==> config.mk <==
export PLATFORM = sky130hd
export DESIGN_NAME = desk_height_bang_bang_controller_top
export DESIGN_NICKNAME = d
export VERILOG_FILES = /design/src/sv/dhc_pkg.sv /design/src/sv/desk_height_bang_bang_controller_top.sv /design/src/sv/dhc_sense.sv /design/src/sv/dhc_core.sv
export VERILOG_INCLUDE_DIRS = /design/src /design/src/sv
export SDC_FILE = /design/constraint.sdc
export NUM_CORES = 1
export LEC_CHECK = 0
export ABC_AREA = 1
export BUFFER_PORTS_ARGS = -buffer_cell sky130_fd_sc_hd__buf_2
export CAP_MARGIN = 10
export CORE_MARGIN = 2
export CORE_UTILIZATION = 63
export CTS_CLUSTER_SIZE = 30
export DETAILED_ROUTE_END_ITERATION = 16
export GPL_TIMING_DRIVEN = 0
export PLACE_DENSITY = 0.82
export SKIP_CTS_REPAIR_TIMING = 1
export SLEW_MARGIN = 10
export SYNTH_ARGS = -nofsm -noshare
export SYNTH_HDL_FRONTEND = slang
export SYNTH_SLANG_ARGS = --single-unit
==> constraint.sdc <==
create_clock -name clk -period 5.9 [get_ports clk]
set_input_delay 0.885 -clock clk [delete_from_list [all_inputs] [get_ports clk]]
set_output_delay 0.885 -clock clk [all_outputs]
set_load 0.01 [all_outputs]
==> src/sv/desk_height_bang_bang_controller_top_defines.svh <==
// Assertion macros used by the desk height controller top level.
`ifndef DESK_HEIGHT_BANG_BANG_CONTROLLER_TOP_DEFINES_SVH
`define DESK_HEIGHT_BANG_BANG_CONTROLLER_TOP_DEFINES_SVH

// Same-cycle implication, checked out of reset.
`define DHC_ASSERT_NOW(lbl, ante, cons, msg) \
  lbl: assert property (@(posedge clk) disable iff (!rst_n) (ante) |-> (cons)) else $error(msg);

// Next-cycle implication, checked out of reset.
`define DHC_ASSERT_NEXT(lbl, ante, cons, msg) \
  lbl: assert property (@(posedge clk) disable iff (!rst_n) (ante) |=> (cons)) else $error(msg);

`endif

==> src/sv/dhc_pkg.sv <==
// Types and constants of the desk height controller.
package dhc_pkg;

  localparam int unsigned POS_W = 15;

  // echo_us * 0.017 cm * 16, in Q16
  localparam logic [14:0] ECHO_SCALE = 15'd17826;

  localparam logic [1:0] KIND_LOOP   = 2'd0;
  localparam logic [1:0] KIND_TARGET = 2'd1;
  localparam logic [1:0] KIND_PRESS  = 2'd2;

  localparam logic [1:0] MOTION_STOP = 2'd0;
  localparam logic [1:0] MOTION_UP   = 2'd1;
  localparam logic [1:0] MOTION_DOWN = 2'd2;

  typedef enum logic [1:0] {
    CFG_ACTIVE_TOL = 2'd0,
    CFG_IDLE_TOL   = 2'd1,
    CFG_STUCK_LIM  = 2'd2,
    CFG_POLL_IVL   = 2'd3
  } cfg_idx_t;

  typedef struct packed {
    logic [1:0]         kind;
    logic [31:0]        now_ms;
    logic [15:0]        echo_us;
    logic [14:0]        target_set;
    logic signed [31:0] press_ms;
  } in_t;

  typedef struct packed {
    logic        drive_up;
    logic        drive_down;
    logic        report;
    logic [14:0] position;
    logic [14:0] target;
    logic [1:0]  motion;
    logic        manual_active;
    logic [7:0]  move_count;
  } out_t;

  typedef struct packed {
    logic [9:0]  active_tol;
    logic [9:0]  idle_tol;
    logic [7:0]  stuck_limit;
    logic [19:0] poll_ivl;
  } cfg_t;

  function automatic logic [POS_W-1:0] abs_diff(input logic [POS_W-1:0] a,
                                                input logic [POS_W-1:0] b);
    abs_diff = (a > b) ? (a - b) : (b - a);
  endfunction

endpackage

==> src/sv/desk_height_bang_bang_controller_top.sv <==
// Top level of the desk height controller: request pipeline and register file.
//
//  channel | direction | handshake         | payload
//  --------+-----------+-------------------+-----------------------------
//  in_     | input     | in_valid/in_stall | dhc_pkg::in_t  (one request)
//  out_    | output    | out_valid/out_stall| dhc_pkg::out_t (one result)
//  cfg_    | input     | cfg_valid/cfg_ready| cfg_index, cfg_data
//
// One request per cycle sustained while out_stall is low; each request is
// registered in the input register and then in the result register. The height
// conversion runs ahead of the input register, and the mode update sits between
// the input register and the result register. The state update is a loop on
// the controller registers. Reset (rst_n low, synchronous) clears all controller
// state, loads the register defaults and empties both pipeline stages.
// A stall on the result side backs up through the stage register; in_stall
// rises only when that stage holds a request that cannot move on.
// cfg_ready is always high; write registers only while no request is in flight.
module desk_height_bang_bang_controller_top #(
  parameter int POSITION_BITS = 15
) (
  input  logic          clk,
  input  logic          rst_n,
  input  logic          in_valid,
  output logic          in_stall,
  input  dhc_pkg::in_t  in_data,
  output logic          out_valid,
  input  logic          out_stall,
  output dhc_pkg::out_t out_data,
  input  logic          cfg_valid,
  output logic          cfg_ready,
  input  logic [1:0]    cfg_index,
  input  logic [19:0]   cfg_data
);
  import dhc_pkg::*;

  `include "desk_height_bang_bang_controller_top_defines.svh"

  cfg_t             cfg_r;
  in_t              s1_item_r;
  logic [POS_W-1:0] s1_pos_r;
  logic             s1_valid_r, s1_valid_nxt;
  out_t             out_data_r;
  logic             out_valid_r, out_valid_nxt;
  logic [POS_W-1:0] sense_pos;
  out_t             core_res;
  logic             out_take;
  logic             adv;
  logic             in_take;

  assign cfg_ready = 1'b1;

  // register file: defaults on reset, one write per accepted cfg request
  always_ff @(posedge clk) begin
    if (!rst_n) begin
      cfg_r.active_tol  <= 10'd16;
      cfg_r.idle_tol    <= 10'd32;
      cfg_r.stuck_limit <= 8'd100;
      cfg_r.poll_ivl    <= 20'd4000;
    end else if (cfg_valid && cfg_ready) begin
      unique case (cfg_idx_t'(cfg_index))
        CFG_ACTIVE_TOL: cfg_r.active_tol  <= cfg_data[9:0];
        CFG_IDLE_TOL:   cfg_r.idle_tol    <= cfg_data[9:0];
        CFG_STUCK_LIM:  cfg_r.stuck_limit <= cfg_data[7:0];
        CFG_POLL_IVL:   cfg_r.poll_ivl    <= cfg_data;
        default: begin
        end
      endcase
    end
  end

  // sensor conversion depends on the echo alone, so do it ahead of the state loop
  dhc_sense #(.POSITION_BITS(POSITION_BITS)) u_sense (
    .echo_us (in_data.echo_us),
    .pos     (sense_pos)
  );

  // output slot can accept when empty or being drained this cycle
  assign out_take = !out_valid_r || !out_stall;
  assign adv      = s1_valid_r && out_take;
  assign in_stall = s1_valid_r && !out_take;
  assign in_take  = in_valid && !in_stall;

  assign s1_valid_nxt  = in_take || (s1_valid_r && !adv);
  assign out_valid_nxt = adv || (out_valid_r && out_stall);

  always_ff @(posedge clk) begin
    if (!rst_n) begin
      s1_valid_r  <= 1'b0;
      out_valid_r <= 1'b0;
    end else begin
      s1_valid_r  <= s1_valid_nxt;
      out_valid_r <= out_valid_nxt;
    end
  end

  // payload registers: hold while stalled, load on handshake
  always_ff @(posedge clk) begin
    if (in_take) begin
      s1_item_r <= in_data;
      s1_pos_r  <= sense_pos;
    end
    if (adv) begin
      out_data_r <= core_res;
    end
  end

  // mode update; controller state advances with the request
  dhc_core #(.POSITION_BITS(POSITION_BITS)) u_core (
    .clk       (clk),
    .rst_n     (rst_n),
    .adv       (adv),
    .item      (s1_item_r),
    .sense_pos (s1_pos_r),
    .cfg       (cfg_r),
    .res       (core_res)
  );

  assign out_valid = out_valid_r;
  assign out_data  = out_data_r;

  `DHC_ASSERT_NOW(a_drive_excl, out_valid_r,
                  !(out_data_r.drive_up && out_data_r.drive_down), "both drives active")
  `DHC_ASSERT_NOW(a_stall_full, in_stall, s1_valid_r, "input stalled with empty stage")
  `DHC_ASSERT_NEXT(a_adv_out, adv, out_valid_r, "advanced request lost")
  `DHC_ASSERT_NOW(a_moves_active, out_valid_r && out_data_r.move_count != 8'd0,
                  out_data_r.motion != MOTION_STOP, "move count without active motion")

endmodule

==> src/sv/dhc_sense.sv <==
// Echo width to height conversion with saturation.
module dhc_sense #(
  parameter int POSITION_BITS = 15
) (
  input  logic [15:0]              echo_us,
  output logic [dhc_pkg::POS_W-1:0] pos
);
  import dhc_pkg::*;

  localparam logic [31:0] PosMax = 32'((64'd1 << POSITION_BITS) - 64'd1);

  logic [30:0]      product;
  logic [POS_W-1:0] raw;

  assign product = 31'(echo_us) * 31'(ECHO_SCALE);
  assign raw     = product[30:16];
  assign pos     = ({17'd0, raw} > PosMax) ? PosMax[POS_W-1:0] : raw;

endmodule

==> src/sv/dhc_core.sv <==
// Controller state and per-request mode update.
module dhc_core #(
  parameter int POSITION_BITS = 15
) (
  input  logic                      clk,
  input  logic                      rst_n,
  input  logic                      adv,
  input  dhc_pkg::in_t              item,
  input  logic [dhc_pkg::POS_W-1:0] sense_pos,
  input  dhc_pkg::cfg_t             cfg,
  output dhc_pkg::out_t             res
);
  import dhc_pkg::*;

  localparam logic [31:0] PosMax = 32'((64'd1 << POSITION_BITS) - 64'd1);

  logic [POS_W-1:0] meas_r, meas_nxt;
  logic [POS_W-1:0] goal_r, goal_nxt;
  logic             active_r, active_nxt;
  logic             manual_r, manual_nxt;
  logic [31:0]      deadline_r, deadline_nxt;
  logic             press_up_r, press_up_nxt;
  logic [31:0]      last_poll_r, last_poll_nxt;
  logic [7:0]       moves_r, moves_nxt;
  logic             up_r, up_nxt;
  logic             down_r, down_nxt;
  logic             report;

  always_ff @(posedge clk) begin
    if (!rst_n) begin
      meas_r      <= '0;
      goal_r      <= '0;
      active_r    <= 1'b0;
      manual_r    <= 1'b0;
      deadline_r  <= '0;
      press_up_r  <= 1'b0;
      last_poll_r <= '0;
      moves_r     <= '0;
      up_r        <= 1'b0;
      down_r      <= 1'b0;
    end else if (adv) begin
      meas_r      <= meas_nxt;
      goal_r      <= goal_nxt;
      active_r    <= active_nxt;
      manual_r    <= manual_nxt;
      deadline_r  <= deadline_nxt;
      press_up_r  <= press_up_nxt;
      last_poll_r <= last_poll_nxt;
      moves_r     <= moves_nxt;
      up_r        <= up_nxt;
      down_r      <= down_nxt;
    end
  end

  always_comb begin
    logic [POS_W-1:0] goal_tmp;
    logic [31:0]      late;
    logic [31:0]      mag;
    meas_nxt      = meas_r;
    goal_nxt      = goal_r;
    active_nxt    = active_r;
    manual_nxt    = manual_r;
    deadline_nxt  = deadline_r;
    press_up_nxt  = press_up_r;
    last_poll_nxt = last_poll_r;
    moves_nxt     = moves_r;
    up_nxt        = up_r;
    down_nxt      = down_r;
    report        = 1'b0;
    goal_tmp      = goal_r;
    late          = item.now_ms - deadline_r;
    mag           = item.press_ms[31] ? (32'd0 - item.press_ms) : item.press_ms;
    case (item.kind)
      KIND_LOOP: begin
        if (active_r) begin
          // drive toward the goal; snap the goal when the desk stops following
          report   = 1'b1;
          meas_nxt = sense_pos;
          if (moves_r > cfg.stuck_limit) goal_tmp = sense_pos;
          goal_nxt = goal_tmp;
          if (abs_diff(goal_tmp, sense_pos) < {5'd0, cfg.active_tol}) begin
            up_nxt     = 1'b0;
            down_nxt   = 1'b0;
            active_nxt = 1'b0;
            moves_nxt  = '0;
          end else begin
            up_nxt   = goal_tmp > sense_pos;
            down_nxt = !(goal_tmp > sense_pos);
            if (moves_r != 8'hFF) moves_nxt = moves_r + 8'd1;
          end
        end else if (manual_r) begin
          report = 1'b1;
          if (deadline_r == 32'd0 || (late != 32'd0 && !late[31])) begin
            manual_nxt = 1'b0;
            up_nxt     = 1'b0;
            down_nxt   = 1'b0;
          end else begin
            up_nxt   = press_up_r;
            down_nxt = !press_up_r;
          end
        end else if ((item.now_ms - last_poll_r) >= {12'd0, cfg.poll_ivl}) begin
          last_poll_nxt = item.now_ms;
          meas_nxt      = sense_pos;
          goal_nxt      = sense_pos;
          report        = abs_diff(sense_pos, meas_r) > {5'd0, cfg.idle_tol};
        end
      end
      KIND_TARGET: begin
        if (item.target_set != '0) begin
          goal_nxt   = ({17'd0, item.target_set} > PosMax) ? PosMax[POS_W-1:0]
                                                           : item.target_set;
          active_nxt = 1'b1;
        end
      end
      KIND_PRESS: begin
        if (item.press_ms != '0) begin
          deadline_nxt = item.now_ms + mag;
          press_up_nxt = !item.press_ms[31];
          manual_nxt   = 1'b1;
        end
      end
      default: begin
      end
    endcase

    res.drive_up      = up_nxt;
    res.drive_down    = down_nxt;
    res.report        = report;
    res.position      = meas_nxt;
    res.target        = goal_nxt;
    res.motion        = !active_nxt ? MOTION_STOP :
                        (goal_nxt > meas_nxt) ? MOTION_UP : MOTION_DOWN;
    res.manual_active = manual_nxt;
    res.move_count    = moves_nxt;
  end

endmodule
; ---- Word level (Yosys, flattened, before mapping)
; Index checks and enable logic that the tools add are counted.
[op_classes]
addsub = 9
n_bitwise = 2
magnitude_cmp = 7
mux = 42
n_eq_ne = 6
n_reduce_logical = 31
mul = 1
[ops]
columns = operator, n
row1 = 15-bit two-way mux, 13
row2 = 32-bit nonzero test, 2
row3 = 32-bit subtractor, 2
row4 = 15-bit subtractor, 4
row5 = 15-bit > comparator, 3
row6 = 32-bit adder, 1
row7 = 32-bit by 20-bit greater-or-equal comparator with 1-bit output, 1
row8 = 32-bit logical NOT, 1
row9 = 32-bit two-way mux, 1
row10 = 8-bit two-way mux, 4
row11 = "1-bit by 32-bit subtractor with 32-bit output, first input constant", 1
row12 = "16-bit by 14-bit multiplier with 30-bit output, second input constant", 1
row13 = 15-bit case mux with 2 select lines, 1
row14 = 1-bit two-way mux, 20
row15 = 15-bit by 10-bit > comparator with 1-bit output, 1
row16 = 15-bit by 10-bit < comparator with 1-bit output, 1
row17 = 15-bit nonzero test, 1
row18 = 1-bit logical NOT, 9
row19 = "8-bit by 1-bit adder with 8-bit output, second input constant", 1
row20 = 8-bit > comparator, 1
row21 = "8-bit != test, second input constant", 1
row22 = 2-bit AND reduction, 4
row23 = "2-bit == test, second input constant", 3
row24 = 1-bit logical AND, 6
row25 = other kinds (8), 15
[totals]
reg_bits = 297
out_inout_bits = 47

; ---- Depth between registers and ports, before layout
; Gate-level depths: netlist of run 1.
[logic_depth]
ltp_word = 10
depth_mapped = 45
depth_no_buf = 44

; ---- By module
; A second synthesis of run 1 with hierarchy kept.
[hier_totals]
hier_cells = 3975
hier_area_um2 = 27868.0
[modules_own_cells]
columns = mod, instances, area_each_um2, cells_each
row1 = dhc_core, 1, 17216.5, 2985
row2 = desk_height_bang_bang_controller_top, 1, 6809.0, 465
row3 = dhc_sense, 1, 3842.4, 525

; ---- Worst setup path after synthesis of run 1
; Ideal clock, no wire load.
[synth_path]
path_kind = input port to flip-flop
from = input in_data[55] (netlist name)
to = register s1_pos_r[9], data pin
setup_slack_ns = 0.723
path_stages = 17
required_time_ns = 5.635
arrival_time_ns = 4.912
path_cell_list = ha_1 > ha_1 > fa_1 > inv_1 > fa_1 > inv_1 > fa_1 > fa_1 > ha_1 > a21oi_1 > o21ai_0 > a21oi_1 > inv_1 > a21oi_1 > o21a_1 > o21ai_0 > xor2_1
[synth_between]
elab_chain_cells = 1
[synth_rtl]
columns = item, line
row1 = "start, declared", desk_height_bang_bang_controller_top.sv:25  ; input dhc_pkg::in_t in_data,
row2 = 16-bit by 14-bit multiplier with 30-bit output, dhc_sense.sv:15  ; assign product = 31'(echo_us) * 31'(ECHO_SCALE);
row3 = net sense_pos[9], desk_height_bang_bang_controller_top.sv:44  ; logic [POS_W-1:0] sense_pos;
row4 = "end signal, assigned", desk_height_bang_bang_controller_top.sv:100  ; s1_pos_r <= sense_pos;
row5 = "end, declared", desk_height_bang_bang_controller_top.sv:40  ; logic [POS_W-1:0] s1_pos_r;
; The timed path passes the listed nets, and every way through them passes these cells.
; A chain may end at the register's enable or synchronous reset.

==> flow_summary_export.csv, run 1 <==
group,metric,value,unit
drt,ant_nets,0,
critical_path,crit_arrival,6120,ps
critical_path,critPathCaptureType,"flip-flop",
clock_tree,cts_tree,"done",
clock_tree,path_clk_slew,60,ps
placement,pre_cts_ws,-448,ps
yosys,synth_top_cell_area_share,16.2,%
floorplanning,initial_core_util,63.8,%
drt,drt-total-wl,76500,µm
power_and_ir_drop,total_leakage_power,14.7,nW
floorplanning,die_y,207,µm
yosys,ys_seq_area_share,28.3,%
placement,placed_area,27500,µm²
final_layout,nets,4327,
yosys,syn_inst,3572,
final_layout,final_core_util,72.2,%
status,outcome,"finished, final reports clean",
final_layout,multiInputGateArea,16200,µm²
final_layout,regArea,7350,µm²
timing,worst_pin_slew,961,ps
critical_path,crit_slowest_cell,"edfxtp_1",
final_layout,final_cell_mix,"765 x nand2_1, 645 x inv_1, 333 x a21oi_1, 325 x ha_1, 221 x nor2_1",
yosys,avgSynthCellArea,7.27,µm²
yosys,syn-num-nets,4077,
drt,detail_route.first_pass.iterations,6,
floorplanning,num_io_pins,171,
critical_path,critPathMostFrequentCell,"nand2_2",
power_and_ir_drop,ir_drop,0.240,mV
yosys,ys_warn_count,0,
min_path,hold_path.class,"reg -> reg",
critical_path,crit_fanout,6,
critical_path,slowest_delay,530,ps
placement,gp_congestion,0.986,
clock_tree,cts.sinks,297,
yosys,synth.top_cells.by_area,"edfxtp_1 16%, ha_1 16%, dfxtp_1 12%, nand2_1 11%, inv_1 9.4%",
grt,grt_usage,34.6,%
yosys,yosysTopAreaCell,"edfxtp_1",
drt,vias,24700,
timing,maxSlewHeadroom,35.4,%
critical_path,startpoint_type,"flip-flop",
yosys,ys_async_sr_fraction,0,%
yosys,synth_ff_type,"dfxtp_1",
drt,first_iter_violations,2563,
floorplanning,row_count,74,
grt,grt_pass1_vias,23100,
grt,antenna_found_initial,0,
final_layout,final_common_cell,"nand2_1",
yosys,synth_edf_count,140,
grt,grt-ovfl-total,0,
timing,finalClockSkew,19.8,ps
placement,hpwl,61000,µm
timing,final.period_utilization,98.8,%
timing,slew_viol_final,0,
clock_tree,root_buffer,"clkbuf_16",
placement,port-buffer-count,169,
timing,setup_viol_count_final,0,
clock_tree,cts-htree-levels,2,
drt,vias_per_cell,5.65,
final_layout,fillers,3372,
grt,grt_max_degree,67,
drt,drc,0,
clock_tree,clk_path_buf_depth,3,
drt,routedWlPerCell,17.5,µm
final_layout,drive_above_1_share,10.7,%
timing,fin_ws,73.4,ps
grt,grt_pass1_wl,119000,µm
timing,period_needed,5830,ps
critical_path,required,6200,ps
floorplanning,dieArea,42900,µm²
timing,fin_tns_setup,0,ps
yosys,syn_area,26000,µm²
final_layout,stdcell_area,29400,µm²
floorplanning,die_x,207,µm
power_and_ir_drop,powerDensity,339,nW/µm²
run,max_cap_viol_count,0,
critical_path,path_class,"reg -> reg",
yosys,synth-seq-cells,297,
clock_tree,clk_latency,550,ps
yosys,yosysUniqueCellTypes,57,
final_layout,syn_to_final_growth,13.1,%
timing,grt_setup_unrepaired,"yes",
timing,hold_viol_final,0,
final_layout,antenna-diode-count,0,
timing,max_freq,172,MHz
floorplanning,core,40700,µm²
clock_tree,cts_buffers,35,
per-stage QoR:
stage	hold WS (ps)	total power [mW]	cells
after CTS	457	9.75	4337
after global placement	443	7.34	4273
after detailed placement	448	7.47	4274
final	459	9.96	4380
after global routing	481	10.7	4380
after floorplan	427	6.21	3572
final timing paths:
kind	start	endpoint	slack, ps	cells past startpoint
min	u_core.last_poll_r[17]$_SDFFE_PN0P_	u_core.last_poll_r[17]$_SDFFE_PN0P_	460	2
max reg2reg	s1_item_r[69]$_DFFE_PP_	out_data[10]$_SDFFCE_PN0P_	70	37
max	s1_item_r[69]$_DFFE_PP_	out_data[10]$_SDFFCE_PN0P_	70	37
min reg2reg	u_core.last_poll_r[17]$_SDFFE_PN0P_	u_core.last_poll_r[17]$_SDFFE_PN0P_	460	2
synth_stat cells (5+ instances only):
master / instances
a21o_1: 19
a21oi_1: 339
a31oi_1: 10
and2_1: 7
buf_2: 11
buf_4: 5
clkbuf_1: 43
dfxtp_1: 157
edfxtp_1: 140
fa_1: 49
ha_1: 332
inv_1: 649
inv_2: 12
nand2_1: 776
nand2_2: 17
nand2_4: 12
nand3_1: 156
nand3_2: 19
nand3b_1: 7
nand4_1: 44
nor2_1: 226
nor2_2: 6
nor3_1: 35
nor4_1: 11
o211ai_1: 18
o21a_1: 12
o21ai_0: 223
o21ai_1: 43
o21bai_1: 11
o221ai_1: 16
o31ai_1: 5
xnor2_1: 44
xor2_1: 78
worst max-delay path, delay by kind of cell (launching register included):
family          cells  cell delay [ps]
compound gates     10             1540
xor+xnor            1              270
fa+ha+maj           3              880
buf+inv             5              430
flops               1              530
simple gates       18             1880
where the power goes:
group / internal, mW / switching (mW) / total (mW)
combinational: 1.92 / 3.15 / 5.07
sequential: 2.41 / 0.232 / 2.64
clock: 1.34 / 0.908 / 2.25
final cells by class:
type	instances	area share [%]
sequential	297	25.0
buffer	63	1.14
clock buffer	43	3.29
inverter	665	8.53
tap	532	2.26
clock inverter	20	0.702
multi-input combinational	2547	54.9
timing repair buffer	213	4.12
metal layers:
layer	vias to the layer above	global-route usage [%]	part of all wire, %
met5	-	0	0
met4	0	12.9	3.6
met3	197	5.03	9.1
met2	1015	55.9	45
met1	11300	47.0	42
li1	12200	-	-
flip-flops by register name (all words and copies together), names as in the netlist:
signal / flops
s1_valid_r: 1
u_core.moves_r: 8
out_data: 44
u_core.manual_r: 1
u_core.last_poll_r: 32
u_core.goal_r: 15
u_core.deadline_r: 32
u_core.active_r: 1
u_core.down_r: 1
u_core.up_r: 1
u_core.press_up_r: 1
out_valid: 1
u_core.meas_r: 15
s1_pos_r: 15
s1_item_r: 81
cfg_r: 48
cell families after synthesis:
family / after synthesis / synth area share [%]
AO/OA/AOI/OAI: 715 / 14.9
XOR/XNOR: 122 / 4.11
adder cells (fa/ha/maj): 381 / 19.8
buffers and inverters: 728 / 10.7
flip-flops: 297 / 28.3
multiplexers: 3 / 0.116
other: 1 / 0.0144
AND/OR/NAND/NOR: 1325 / 22.1
No activity file was read; power rests on OpenSTA's default activity.
==> run 2, diff against run 1 <==
--- a/config.mk
+++ b/config.mk
@@ -15,6 +15,7 @@
 export DETAILED_ROUTE_END_ITERATION = 16
 export GPL_TIMING_DRIVEN = 0
 export PLACE_DENSITY = 0.82
+export RECOVER_POWER = 50
 export SKIP_CTS_REPAIR_TIMING = 1
 export SLEW_MARGIN = 10
 export SYNTH_ARGS = -nofsm -noshare
==> flow_summary_export.csv, run 2 (synthesis results as in run 1) <==
group,metric,value,unit
power_and_ir_drop,p_total,9.96,mW
placement,dp.cells,4274,
final_layout,drive_above_1_share,9.49,%
timing,maxSlewHeadroom,-10.0,%
critical_path,crit_arrival,6120,ps
floorplanning,die_x,207,µm
placement,port-buffer-count,169,
final_layout,largest_register_ffs,81,
critical_path,crit_slowest_cell,"edfxtp_1",
status,violations,"max-capacitance violations, max-slew violations",
final_layout,final_core_util,72.0,%
clock_tree,clk_path_buf_depth,3,
grt,grt_pass1_wl,119000,µm
drt,routedWlPerCell,17.5,µm
floorplanning,dieArea,42900,µm²
clock_tree,clk_latency,560,ps
placement,gp_congestion,0.986,
clock_tree,path_clk_slew,60,ps
grt,grt_usage,34.6,%
critical_path,critPathMostFrequentCell,"nand2_2",
critical_path,r2r_cells,37,
grt,antenna_found_initial,0,
power_and_ir_drop,total_leakage_power,14.6,nW
status,outcome,"complete, but fails checks",
min_path,hold_path.class,"reg -> reg",
placement,hpwl,61000,µm
drt,drc,0,
run,max_cap_viol_count,2,
power_and_ir_drop,powerDensity,340,nW/µm²
timing,setup_viol_count_final,0,
final_layout,final_common_cell,"nand2_1",
placement,pre_cts_ws,-448,ps
drt,detail_route.first_pass.iterations,6,
clock_tree,cts-htree-levels,2,
min_path,min-delay-start,"u_core.last_poll_r[17]$_SDFFE_PN0P_",
timing,period_needed,5830,ps
critical_path,r2r-end,"out_data[10]$_SDFFCE_PN0P_",
final_layout,largest_register,"s1_item_r",
clock_tree,root_buffer,"clkbuf_16",
drt,drt-total-wl,76500,µm
floorplanning,die_y,207,µm
timing,hold_viol_final,0,
drt,vias,24700,
timing,fin_tns_setup,0,ps
floorplanning,initial_core_util,63.8,%
min_path,hold_depth,2,
critical_path,critPathCaptureType,"flip-flop",
critical_path,required,6200,ps
timing,slew_viol_final,67,
floorplanning,core,40700,µm²
timing,grt_setup_unrepaired,"yes",
final_layout,antenna-diode-count,0,
grt,grt_max_degree,67,
critical_path,reg2reg_slack,70,ps
timing,finalClockSkew,25.2,ps
critical_path,startpoint_type,"flip-flop",
clock_tree,cts.sinks,297,
floorplanning,num_io_pins,171,
timing,max_freq,172,MHz
drt,ant_nets,0,
critical_path,slowest_delay,520,ps
grt,grt-ovfl-total,0,
final_layout,final_cells,4380,
grt,grt_pass1_vias,23100,
placement,placed_area,27500,µm²
final_layout,final_cell_mix,"765 x nand2_1, 646 x inv_1, 333 x a21oi_1, 325 x ha_1, 221 x nor2_1",
critical_path,r2r_start,"s1_item_r[69]$_DFFE_PP_",
clock_tree,cts_tree,"done",
timing,hold_ws,459,ps
power_and_ir_drop,ir_drop,0.240,mV
critical_path,path_class,"reg -> reg",
critical_path,crit_fanout,6,
floorplanning,row_count,74,
timing,worst_pin_slew,1650,ps
final_layout,syn_to_final_growth,12.8,%
drt,vias_per_cell,5.64,
final_layout,stdcell_area,29300,µm²
timing,fin_ws,73.8,ps
final_layout,nets,4327,
clock_tree,cts_buffers,35,
min_path,min_to,"u_core.last_poll_r[17]$_SDFFE_PN0P_",
timing,final.period_utilization,98.7,%
drt,first_iter_violations,2644,
-- run 2: cell count changes in the layout (fill, tap and decap cells not counted), sizes merged --
cell      previous run  this run
clkbuf              86       132
buf                233       187
clkinvlp             3         4
inv                664       663
-- run 2: worst max-delay path, delay by kind of cell (launching register included) --
family | cells | cell delay, ps
AOI/OAI and AO/OA | 10 | 1560
xor gates and xnor gates | 1 | 270
adders and majority gates | 3 | 870
buffers and inverters | 5 | 430
DFF | 1 | 520
and+or+nand+nor | 18 | 1880
-- run 2: where the power goes --
part,internal (mW),switching [mW],total (mW)
clock,1.34,0.909,2.25
sequential,2.41,0.232,2.64
combinational,1.91,3.15,5.06
-- run 2: final cells by class --
| type | instances | area [µm²] |
|---|---|---|
| fill | 3404 | 11400 |
| clock inverter | 20 | 206 |
| inverter | 665 | 2510 |
| tap | 532 | 666 |
| clock buffer | 43 | 968 |
| timing repair buffer | 213 | 1130 |
| multi-input combinational | 2547 | 16200 |
| sequential | 297 | 7350 |
| buffer | 63 | 335 |
-- run 2: per-layer routing --
metal,track usage [%],up-vias,share of wire (%)
met1,47.0,11300,43
met4,12.9,0,3.6
met5,0,-,0
li1,-,12200,-
met3,5.03,195,8.8
met2,55.9,1006,45
-- run 2: worst max-delay path by stage --
stage / startpoint / endpoint / slack, ps / cells past startpoint
2_1_floorplan: in_data[55] / s1_pos_r[9]$_DFFE_PP_ / 720 / 17
3_3_place_gp: cfg_r[27]$_SDFFE_PN0P_ / out_data[10]$_SDFFCE_PN0P_ / -380 / 34
3_5_place_dp: cfg_r[27]$_SDFFE_PN0P_ / out_data[10]$_SDFFCE_PN0P_ / -450 / 34
4_1_cts: cfg_r[27]$_SDFFE_PN0P_ / out_data[10]$_SDFFCE_PN0P_ / -620 / 34
5_1_grt: s1_item_r[68]$_DFFE_PP_ / out_data[10]$_SDFFCE_PN0P_ / -140 / 38
6_report: s1_item_r[69]$_DFFE_PP_ / out_data[10]$_SDFFCE_PN0P_ / 70 / 37
